`src/hw/rtl/huffman_tree_walk_decoder_macros.svh`:
```
// Assertion macros shared by the decoder modules.
// Each macro expands to a labeled concurrent assertion in simulation and to
// nothing when SYNTHESIS is defined.
`ifndef HUFFMAN_TREE_WALK_DECODER_MACROS_SVH
`define HUFFMAN_TREE_WALK_DECODER_MACROS_SVH

`ifndef SYNTHESIS

// Same-cycle implication: whenever ante holds, cons must hold too.
`define HTWD_ASSERT_IMPLY(label, clk, rst, ante, cons) \
   label: assert property (@(posedge clk) disable iff (rst) (ante) |-> (cons)) \
      else $error("decoder assertion failed: same-cycle implication");

// Next-cycle implication: whenever ante holds, cons must hold in the next cycle.
`define HTWD_ASSERT_NEXT(label, clk, rst, ante, cons) \
   label: assert property (@(posedge clk) disable iff (rst) (ante) |=> (cons)) \
      else $error("decoder assertion failed: next-cycle implication");

`else

`define HTWD_ASSERT_IMPLY(label, clk, rst, ante, cons)
`define HTWD_ASSERT_NEXT(label, clk, rst, ante, cons)

`endif

`endif

```
`src/hw/rtl/htwd_pkg.sv`:
```
`default_nettype none

package htwd_pkg;

   localparam int NODE_SLOTS    = 512;
   localparam int SYMBOL_COUNT  = 256;
   localparam int BITS_PER_BYTE = 8;

   localparam int IDX_W     = $clog2(NODE_SLOTS);
   localparam int SYM_W     = $clog2(SYMBOL_COUNT);
   localparam int CNT_W     = $clog2(BITS_PER_BYTE + 1);
   localparam int BIT_POS_W = $clog2(BITS_PER_BYTE);

   localparam logic [CNT_W-1:0] BYTE_BITS = CNT_W'(BITS_PER_BYTE);

   // One stored tree node.
   typedef struct packed {
      logic             leaf;
      logic [SYM_W-1:0] symbol;
      logic [IDX_W-1:0] child_zero;
      logic [IDX_W-1:0] child_one;
   } node_type;

   localparam int NODE_W = $bits(node_type);

   // Datapath operations issued by the controller.
   typedef logic [3:0] dp_op_type;

   localparam dp_op_type DP_NONE    = 4'd0;  // hold everything
   localparam dp_op_type DP_RD_ROOT = 4'd1;  // read the root node
   localparam dp_op_type DP_RD_CUR  = 4'd2;  // keep root word, read current node
   localparam dp_op_type DP_LD_W    = 4'd3;  // keep current node word
   localparam dp_op_type DP_EMIT_W  = 4'd4;  // current node is a leaf: emit it
   localparam dp_op_type DP_ISSUE_W = 4'd5;  // read the child of the current node
   localparam dp_op_type DP_EMIT_N  = 4'd6;  // fetched child is a leaf: emit it
   localparam dp_op_type DP_ADV_N   = 4'd7;  // step into child, read its child
   localparam dp_op_type DP_STOP_N  = 4'd8;  // step into child, no bits left
   localparam dp_op_type DP_FLUSH   = 4'd9;  // release held symbol, end the byte

   typedef struct packed {
      logic      load;     // write one node from the request fields
      logic      capture;  // latch the decode fields of the request
      dp_op_type op;
   } dp_cmd_type;

   typedef struct packed {
      logic w_leaf;      // current node word is a leaf
      logic n_leaf;      // fetched child word is a leaf
      logic bits_done;   // no code bits left in the byte
      logic hold_valid;  // a symbol waits in the holding register
      logic slot_free;   // output register can take a symbol this cycle
   } dp_status_type;

endpackage

`default_nettype wire

```
`src/hw/rtl/htwd_ctrl.sv`:
```
`default_nettype none

`include "huffman_tree_walk_decoder_macros.svh"

module htwd_ctrl
   import htwd_pkg::*;
(
   input  wire logic          clock,
   input  wire logic          reset,
   input  wire logic          req_valid,
   input  wire logic          req_operation,
   output logic               req_stall,
   input  wire dp_status_type status,
   output dp_cmd_type         cmd
);

   localparam logic [1:0] ST_IDLE  = 2'd0;
   localparam logic [1:0] ST_ROOTW = 2'd1;
   localparam logic [1:0] ST_LOADW = 2'd2;
   localparam logic [1:0] ST_WALK  = 2'd3;

   logic [1:0] state_ff, state_in;
   logic       pending_ff, pending_in;
   logic       emit_ok;
   logic       req_accept;

   assign req_stall  = (state_ff != ST_IDLE);
   assign req_accept = req_valid && !req_stall;
   assign emit_ok    = !status.hold_valid || status.slot_free;

   always_comb begin
      state_in    = state_ff;
      pending_in  = pending_ff;
      cmd.load    = 1'b0;
      cmd.capture = 1'b0;
      cmd.op      = DP_NONE;
      case (state_ff)
         ST_IDLE: begin
            if (req_accept) begin
               if (req_operation) begin
                  cmd.capture = 1'b1;
                  cmd.op      = DP_RD_ROOT;
                  state_in    = ST_ROOTW;
               end else begin
                  cmd.load = 1'b1;
               end
            end
         end
         ST_ROOTW: begin
            cmd.op   = DP_RD_CUR;
            state_in = ST_LOADW;
         end
         ST_LOADW: begin
            cmd.op     = DP_LD_W;
            pending_in = 1'b0;
            state_in   = ST_WALK;
         end
         ST_WALK: begin
            if (pending_ff) begin
               // A child read has returned and its word sits on the RAM read port.
               if (status.n_leaf) begin
                  if (emit_ok) begin
                     cmd.op     = DP_EMIT_N;
                     pending_in = 1'b0;
                  end
               end else if (!status.bits_done) begin
                  cmd.op = DP_ADV_N;
               end else begin
                  cmd.op     = DP_STOP_N;
                  pending_in = 1'b0;
               end
            end else if (status.bits_done) begin
               if (!status.hold_valid || status.slot_free) begin
                  cmd.op   = DP_FLUSH;
                  state_in = ST_IDLE;
               end
            end else if (status.w_leaf) begin
               if (emit_ok) begin
                  cmd.op = DP_EMIT_W;
               end
            end else begin
               cmd.op     = DP_ISSUE_W;
               pending_in = 1'b1;
            end
         end
         default: begin
            state_in   = ST_IDLE;
            pending_in = 1'b0;
         end
      endcase
   end

   always_ff @(posedge clock) begin
      if (reset) begin
         state_ff   <= ST_IDLE;
         pending_ff <= 1'b0;
      end else begin
         state_ff   <= state_in;
         pending_ff <= pending_in;
      end
   end

   `HTWD_ASSERT_IMPLY(a_pending_in_walk, clock, reset, pending_ff, state_ff == ST_WALK)
   `HTWD_ASSERT_NEXT(a_decode_starts, clock, reset, req_accept && req_operation, state_ff == ST_ROOTW)
   `HTWD_ASSERT_NEXT(a_flush_ends, clock, reset, cmd.op == DP_FLUSH, state_ff == ST_IDLE && !pending_ff)

endmodule

`default_nettype wire

```
`config.mk`:
```
export PLATFORM = sky130hd
export DESIGN_NAME = htwd_ctrl
export DESIGN_NICKNAME = d
export VERILOG_FILES = /design/src/hw/rtl/htwd_pkg.sv /design/src/hw/rtl/htwd_ctrl.sv
export VERILOG_INCLUDE_DIRS = /design/src /design/src/hw/rtl
export SDC_FILE = /design/constraint.sdc
export NUM_CORES = 1
export LEC_CHECK = 0
export BUFFER_PORTS_ARGS = -buffer_cell sky130_fd_sc_hd__buf_4
export CAP_MARGIN = 10
export CORE_AREA = 5 5 42 44
export DETAILED_ROUTE_END_ITERATION = 8
export DIE_AREA = 0 0 47 49
export REMOVE_ABC_BUFFERS = 1
export SLEW_MARGIN = 0
export SYNTH_ARGS = -nofsm -noshare
export SYNTH_HDL_FRONTEND = slang
export SYNTH_SLANG_ARGS = --single-unit
```
`constraint.sdc`:
```
create_clock -name clock -period 2.91 [get_ports clock]
set_clock_uncertainty 0.1 [all_clocks]
set_input_delay 0.1455 -clock clock [delete_from_list [all_inputs] [get_ports clock]]
set_output_delay 0.1455 -clock clock [all_outputs]
set_load 0.02 [all_outputs]
```
==> impl_metrics.ini, run 1 <==
[outcome]
status = completed

[logic_synthesis]
synth.most_common_cell = nor2_1
synth_edf_count = 0
yosys_warnings = 0
synthFlopType = dfxtp_1
synth_area_leaders = ha_1, dfxtp_1, nor2_1
yosysTopAreaCell = ha_1
synth_area_um2 = 357
synth.avg_cell_area_um2 = 7.43
synth_top_area_share_pct = 17.5
synthCells = 48
synthDistinctLibCells = 21
synth_commonest_cells = nor2_1, ha_1, nand2_1, inv_1, nand2b_1
synth-seq-cells = 3
async_flop_share_pct = 0
yosysSeqAreaShare_pct = 16.8

[critical_path]
reg2reg_depth = 5
startpoint_type = flop
critPathMaxStageDelay_ns = 0.48
worstSetupStartpoint = state_ff[1]
r2r-end = state_ff[0]
critical_path_arrival_ns = 1.76
worstSetupPathType = flop to flop
worst_setup_path_end_kind = flop
crit_path_cell_trace = inv_1 > ha_1 > a222oi_1 > nor2_1 > a211oi_1
rrSetupSlack_ns = 1.19
reg2reg_from = state_ff[1]
cp-endpoint = state_ff[0]
critPathSlowestCell = a222oi_1
path_max_fanout = 7
cp.required_ns = 2.95

[grt]
grt_start_max_net_pins = 11
antenna_found_initial = 0
grt_pass1_wl_mm = 1.46
track_usage_pct = 8.30
grt_pass1_vias = 345
grt.overflow.total = 0

[placement]
dpl-instance-area_um2 = 478
place.gp.congestion = 0.754
port-buffer-count = 15
dp_hpwl_um = 684
dp.cells = 78

[timing]
period_minus_slack_ns = 1.72
hold_violations = 0
fmax_mhz = 581
relSlewSlack_pct = 68.0
setup_viol = 0
fin_crit_sh_pct = 59.2
rsz0062_at_grt = false
fin_tns_setup_ns = 0
maxSlewViolCount = 0
tightest_slew_ns = 0.480
hold_slack_ns = 0.183

[floorplan]
core_mm2 = 0.00140
rows = 14
io_pins = 16
die_y_um = 49
die-area_mm2 = 0.00230
die_w_um = 47
initial_utilization_pct = 25.4

[drt]
antenna_left = 0
drt_wl_total_um = 855
via_per_inst = 4.60
post-route-drc-count = 0
firstDrtPassIters = 4
wl_per_cell_um = 10.3
drt_iter0_drc = 9
via_count = 382

[clock_tree]
clk_pin_slew_ns = 0.04
htree_levels = 1
cts_root_buf = clkbuf_4
cts_sinks = 3
cts_buffers = 3
post_cts_buffers = 0
clk_latency_ns = 0.23
tritoncts = built
cts.repair.resized = 0
clockBufferDepth = 2

[cells_and_area]
num_antenna_cells = 0
layout-drive-gt1-share_pct = 29.9
finalNonFillerCells = 83
areaGrowthSynthToFinish_pct = 44.2
fin_area_um2 = 514
final_nets = 82
nFillCells = 165

[power_and_ir_drop]
power_density_mw_per_mm2 = 854
clkPwrFrac_pct = 16.1
pwr-share-seq_pct = 17.3
power_switching_share_pct = 45.9
p_leak_uw = 0.000248
total_power_uw = 439
p_comb_share_pct = 66.6
p_sw_uw = 202
ir_worst_vdd_v = 0.000466
internal_power_uw = 238

[min_path]
hold_path_class = primary input to flop
hp-start = status[3]
whs_path_depth = 3

[flow_run]
max-cap-violations = 0
==> placed cells by master, fill, tap and decap left out, drive strengths merged <==
cell type and n:
a211o 1, a211oi 2, a21oi 3, a222oi 1, a22oi 1, a311oi 1
a41oi 1, and2b 1, buf 15, clkbuf 4, dfxtp 3, dlygate4sd3 1
ha 5, inv 4, mux2i 1, nand2 5, nand2b 4, nand3 1
nand3b 1, nor2 7, nor3 2, o2111a 1, o21ai 2
==> flip-flops by register name, indices dropped and copies added, names as in the netlist <==
register	flops
pending_ff	1
state_ff	2
==> layer usage <==
| metal | part of all wire (%) | GRT usage (%) | up-vias |
|---|---|---|---|
| met5 | 0 | 0 | - |
| met4 | 0 | 2.76 | 0 |
| met3 | 7.6 | 3.32 | 0 |
| met2 | 41 | 11.1 | 11 |
| met1 | 51 | 11.8 | 160 |
| li1 | - | - | 211 |
==> cells by family after synthesis <==
kind of cell,share of synthesized area [%]
and+or+nand+nor,28.4
AOI/OAI and AO/OA,27.0
buffers and inverters,7.37
adders and majority gates,17.5
DFF,16.8
muxes,2.81
==> area by class of cell <==
| class | count | area [um2] | area share, % |
|---|---|---|---|
| inverters | 4 | 15.0 | 2.92 |
| clock buffers | 4 | 26.3 | 5.11 |
| repair buffers | 16 | 123 | 23.8 |
| flip-flops and latches | 3 | 60.1 | 11.7 |
| multi-input cells | 40 | 270 | 52.6 |
| well taps | 16 | 20.0 | 3.89 |
==> critical path: cells and delay by family, from the launching register on <==
family                   cells  cell delay (ns)
flip-flops                   1             0.43
buffers and inverters        1             0.09
AO/OA/AOI/OAI                2             0.71
adder cells (fa/ha/maj)      1             0.23
AND/OR/NAND/NOR              1             0.08
==> metrics by stage <==
step	util, %	setup slack [ns]
global route	36.7	0.987
CTS	36.7	1.15
global placement	34.1	1.17
finish	36.7	1.19
detailed placement	34.1	1.18
floorplan	-	1.29
==> power by group through the flow <==
stage	clock network (uW)	logic [uW]	registers, uW
6_report	70.7	293	76.0
5_1_grt	81.2	323	79.4
4_1_cts	75.5	298	76.2
3_5_place_dp	0	296	76.9
3_3_place_gp	0	296	76.0
2_1_floorplan	0	194	72.3
==> worst min path at each step <==
stage	end
2_1_floorplan	state_ff[1]
3_3_place_gp	state_ff[1]
3_5_place_dp	state_ff[1]
4_1_cts	pending_ff
5_1_grt	pending_ff
6_report	pending_ff
==> timing repair <==
item | 4_1_cts | 5_1_grt
hold buffers | 1 | 0
hold endpoints to repair | 3 | 0
endpoints found under the setup margin | 0 | 0
No activity file was read; power rests on OpenSTA's default activity.
==> run 2, diff against run 1 <==
Settings changed: ABC_AREA from default to 1.
Clock period 2.91 ns to 1.7 ns, I/O delays scaled along.
==> run 2 against run 1 <==
Global-route usage is 0.42 points higher; synthesized cell count is 52% higher; via count up 21%; critical path depth up 1; die area is the same; synthesized area increased by 14%; cell count increased by 30%; combinational power up 96%; clock-buffer cell count unchanged; first-iteration DRC count is 56% lower; critical endpoint is now cmd[3].
==> impl_metrics.ini, run 2 <==
[floorplan]
core_mm2 = 0.00140
die_w_um = 47
die-area_mm2 = 0.00230
io_pins = 16
die_y_um = 49
initial_utilization_pct = 29.1
rows = 14

[clock_tree]
cts_buffers = 3
post_cts_buffers = 0
clockBufferDepth = 2
cts_root_buf = clkbuf_4
clk_pin_slew_ns = 0.03
clk_latency_ns = 0.23
htree_levels = 1
cts_sinks = 3
tritoncts = built

[critical_path]
r2r-end = state_ff[0]
cp.required_ns = 1.51
rrSetupSlack_ns = 0.43
cp-endpoint = cmd[3]
critPathSlowestCell = dfxtp_2
worst_setup_path_end_kind = output port
path_common_cell = inv_1
worstSetupStartpoint = state_ff[0]
path_max_fanout = 4
worstSetupPathType = flop to output port
reg2reg_depth = 6
critical_path_arrival_ns = 1.39
startpoint_type = flop
crit_path_cell_trace = inv_1 > ha_1 > inv_1 > nand2_1 > a211oi_2 > buf_4
critPathMaxStageDelay_ns = 0.34
reg2reg_from = state_ff[0]

[timing]
setup_viol = 0
fin_tns_setup_ns = 0
fin_crit_sh_pct = 92.6
maxSlewViolCount = 0
relSlewSlack_pct = 88.6
fmax_mhz = 635
tightest_slew_ns = 0.170
period_minus_slack_ns = 1.57
hold_violations = 0
rsz0062_at_grt = false

[drt]
top_layer_used = met3
post-route-drc-count = 0
drt_wl_total_um = 935
drt_iter0_drc = 4
antenna_left = 0
route.met3.wl_um = 52
wl_per_cell_um = 8.66
wl_met2_um = 458
via_per_inst = 4.28
firstDrtPassIters = 4
wl_met1_um = 424
via_count = 462

[cells_and_area]
final_common_cell = nand2_1
nFillCells = 161
num_antenna_cells = 0
final_nets = 107
multiInputGateArea_um2 = 290
largest_register_ffs = 2
layout-drive-gt1-share_pct = 30.4
register_area_um2 = 62.6
final_cell_mix = nand2_1, inv_1, buf_4
top_regs = state_ff x2, pending_ff x1
areaGrowthSynthToFinish_pct = 40.2
top_register = state_ff

[logic_synthesis]
synthDistinctLibCells = 14
synth_area_um2 = 408
yosysTopAreaCell = nand2_1
synth-seq-cells = 3
synth_area_leaders = nand2_1, ha_1, dfxtp_1
async_flop_share_pct = 0
synthCells = 73
synth.most_common_cell = nand2_1
synth.avg_cell_area_um2 = 5.59
yosys_warnings = 0
synthFlopType = dfxtp_1
synth_commonest_cells = nand2_1, inv_1, nor2_1, ha_1
synth_top_area_share_pct = 20.2
synth_edf_count = 0
yosysSeqAreaShare_pct = 14.7

[grt]
grt_start_max_net_pins = 8
grt.overflow.total = 0
grt_pass1_vias = 424
track_usage_pct = 8.72
grt_pass1_wl_mm = 1.55
antenna_found_initial = 0

[power_and_ir_drop]
total_power_uw = 823
p_leak_uw = 0.000339
ir_worst_vdd_v = 0.000696
power_density_mw_per_mm2 = 1440

[placement]
place.gp.congestion = 0.808
port-buffer-count = 15
dp_hpwl_um = 831

[min_path]
hold_path_class = primary input to flop
whs_path_depth = 4

[outcome]
status = completed

[flow_run]
max-cap-violations = 0
## run 2: cell count changes in the layout (fill, tap and decap cells not counted), moves of 2 or more
cell	before	now
nand4_1	0	2
nor3_1	2	0
nand2_1	5	22
dfxtp_2	0	2
nand2b_1	4	0
nor2_2	0	2
dfxtp_1	3	1
nand2_2	0	2
inv_1	4	15
nand3_1	1	4
a211oi_1	2	0
nor2_1	7	10
## run 2: cell type report
cell class                 instances  area share (%)
sequential                         3            10.9
clock buffer                       4            4.60
inverter                          16            10.5
timing repair buffer              15            19.7
tap                               16            3.50
multi-input combinational         54            50.8
## run 2: report_power, final
| part | internal (uW) | leakage (uW) | switching, uW |
|---|---|---|---|
| Clock | 87.7 | 0.0000150 | 33.4 |
| Sequential | 103 | 0.0000253 | 25.3 |
| Combinational | 234 | 0.000299 | 340 |
## run 2: critical path: cells and delay by family (launching register included)
kind / cells / cell delay [ns]
and+or+nand+nor: 1 / 0.06
DFF: 1 / 0.34
buffers and inverters: 3 / 0.34
AOI/OAI and AO/OA: 1 / 0.19
adders and majority gates: 1 / 0.24
## run 2: cell families after synthesis
logic type	after synthesis	share of synthesized area, %
flops	3	14.7
simple gates	43	46.0
buf+inv	16	14.7
compound gates	6	9.20
fa+ha+maj	5	15.3
## run 2: worst min-delay path by stage
stage,start,endpoint
after floorplan,req_operation,cmd[5]
after global placement,reset,state_ff[1]
after detailed placement,reset,pending_ff
after CTS,reset,pending_ff
after global routing,reset,state_ff[0]
final,reset,pending_ff
## run 2: per-stage QoR
stage	worst slack (ns)	hold WS [ns]	util [%]	instances	area, um2
global route	0.0129	0.0418	40.8	108	572
detailed placement	0.313	0.271	38.6	104	541
global placement	0.321	0.266	38.6	104	541
finish	0.125	0.0305	40.8	108	572
CTS	0.0618	0.0223	40.4	108	567
floorplan	0.363	0.150	-	73	408
## run 2: layer usage
layer / track usage (%) / vias up
met1: 10.9 / 193
li1: - / 260
met5: 0 / -
met4: 2.76 / 0
met3: 3.32 / 0
met2: 13.3 / 9
## run 2: repair_timing
item	in CTS	in global routing
hold endpoints to repair	0	0
endpoints found under the setup margin	0	2
resized for setup	0	3
hold buffers	0	0
==> run 3, diff against run 2 <==
==> constraint.sdc (replaced) <==
create_clock -name clock -period 1.7 [get_ports clock]
set_clock_uncertainty 0.1 [all_clocks]
set_input_delay 0.255 -clock clock [delete_from_list [all_inputs] [get_ports clock]]
set_output_delay 0.255 -clock clock [all_outputs]
set_load 0.02 [all_outputs]
==> run 3 against run 2 <==
Utilization increased by 3.7 points; die area did not move; critical endpoint is now cmd[0]; sequential power up 23%; setup slack worse by 0.047 ns; clock-buffer cell count stayed put; sequential share of layout area fell by 0.12 points; cell area grew 9.2%; maximum frequency down 2.9%; cell count stayed put; highest routed layer unchanged; via count is 1.5% lower; combinational power grew 13%.
==> impl_metrics.ini, run 3 (synthesis gave the netlist of run 2 again) <==
[outcome]
status = completed

[floorplan]
die_w_um = 47
io_pins = 16
rows = 14
initial_utilization_pct = 29.1
die_y_um = 49
core_mm2 = 0.00140
die-area_mm2 = 0.00230

[grt]
grt_pass1_vias = 414
track_usage_pct = 9.49
grt_pass1_wl_mm = 1.64
grt.overflow.total = 0
antenna_found_initial = 0
grt_start_max_net_pins = 8

[placement]
dp_hpwl_um = 831
port-buffer-count = 15
dpl-instance-area_um2 = 541
place.gp.congestion = 0.808
post-place-ws_ns = 0.144

[drt]
drt_iter0_drc = 8
post-route-drc-count = 0
wl_per_cell_um = 9.06
antenna_left = 0
firstDrtPassIters = 4
via_per_inst = 4.21
drt_wl_total_um = 979
via_count = 455

[cells_and_area]
largest_register_ffs = 2
areaGrowthSynthToFinish_pct = 53.1
final_common_cell = nand2_1
fin_area_um2 = 624
num_antenna_cells = 0
top_regs = state_ff x2, pending_ff x1
top_register = state_ff
final_nets = 107
layout-drive-gt1-share_pct = 37.0
final_cell_mix = nand2_1, buf_4, inv_1
utilization_pct = 44.6

[clock_tree]
clk_pin_slew_ns = 0.04
cts_sinks = 3
cts_root_buf = clkbuf_4
clk_latency_ns = 0.23
ctsHoldBuffers = 0
cts_buffers = 3
tritoncts = built
post_cts_buffers = 0
htree_levels = 1
clockBufferDepth = 2

[timing]
setup_slack_ns = 0.0777
rsz0062_at_grt = true
period_minus_slack_ns = 1.62
fmax_mhz = 616
fin_crit_sh_pct = 95.4
setup_viol = 0
fin_tns_setup_ns = 0
maxSlewViolCount = 0
tightest_slew_ns = 0.165
hold_violations = 0
hold_slack_ns = 0.192
relSlewSlack_pct = 89.0

[critical_path]
critical_path_arrival_ns = 1.27
critPathSlowestCell = dfxtp_4
crit_path_cell_trace = inv_4 > ha_1 > nor2_2 > a21oi_1 > buf_4
path_max_fanout = 4
worstSetupPathType = flop to output port
critPathMaxStageDelay_ns = 0.37
worst_setup_path_end_kind = output port
startpoint_type = flop
cp.required_ns = 1.34

[power_and_ir_drop]
p_leak_uw = 0.000343
power_density_mw_per_mm2 = 1490
ir_worst_vdd_v = 0.000901

[min_path]
hold_path_class = primary input to flop

[flow_run]
max-cap-violations = 0
-- run 3: path summary, 6_finish.rpt --
path,from,to,slack (ns),depth (start not counted)
worst max-delay path,state_ff[0],cmd[0],0.08,5
worst min-delay path,reset,pending_ff,0.19,4
worst max register to register,state_ff[0],state_ff[0],0.46,6
worst min register to register,state_ff[1],state_ff[1],0.51,4
-- run 3: stage by stage --
stage,cells,power [uW]
after global placement,104,698
final,108,928
after floorplan,73,516
after CTS,108,888
after detailed placement,104,700
after global routing,108,1030
-- run 3: final cells by class --
type,count,area (um2)
clock buffer,4,26.3
multi-input combinational,54,333
fill,164,777
timing repair buffer,15,113
sequential,3,67.6
inverter,16,65.1
tap,16,20.0
-- run 3: power by group --
part | internal [uW] | switching [uW]
logic | 281 | 367
clock network | 87.7 | 34.0
registers | 111 | 47.1
-- run 3: what timing repair did --
item | 4_1_cts | 5_1_grt
hold endpoints to repair | 0 | 0
setup endpoints to repair | 3 | 2
gates resized for setup | 11 | 5
pin swaps | 0 | 1
cloned | 0 | 0
-- run 3: critical path: cells and delay by family (launching register included) --
kind | cells | cell delay, ns
adder cells (fa/ha/maj) | 1 | 0.23
AND/OR/NAND/NOR | 1 | 0.14
AO/OA/AOI/OAI | 1 | 0.08
buffers and inverters | 2 | 0.21
flip-flops | 1 | 0.37
-- run 3: per-layer routing --
| layer | up-vias | global-route usage (%) | wire, um |
|---|---|---|---|
| met3 | 0 | 4.43 | 58 |
| met5 | - | 0 | 0 |
| met2 | 7 | 14.3 | 488 |
| met1 | 187 | 11.8 | 431 |
| li1 | 261 | - | - |
| met4 | 0 | 2.76 | 0 |
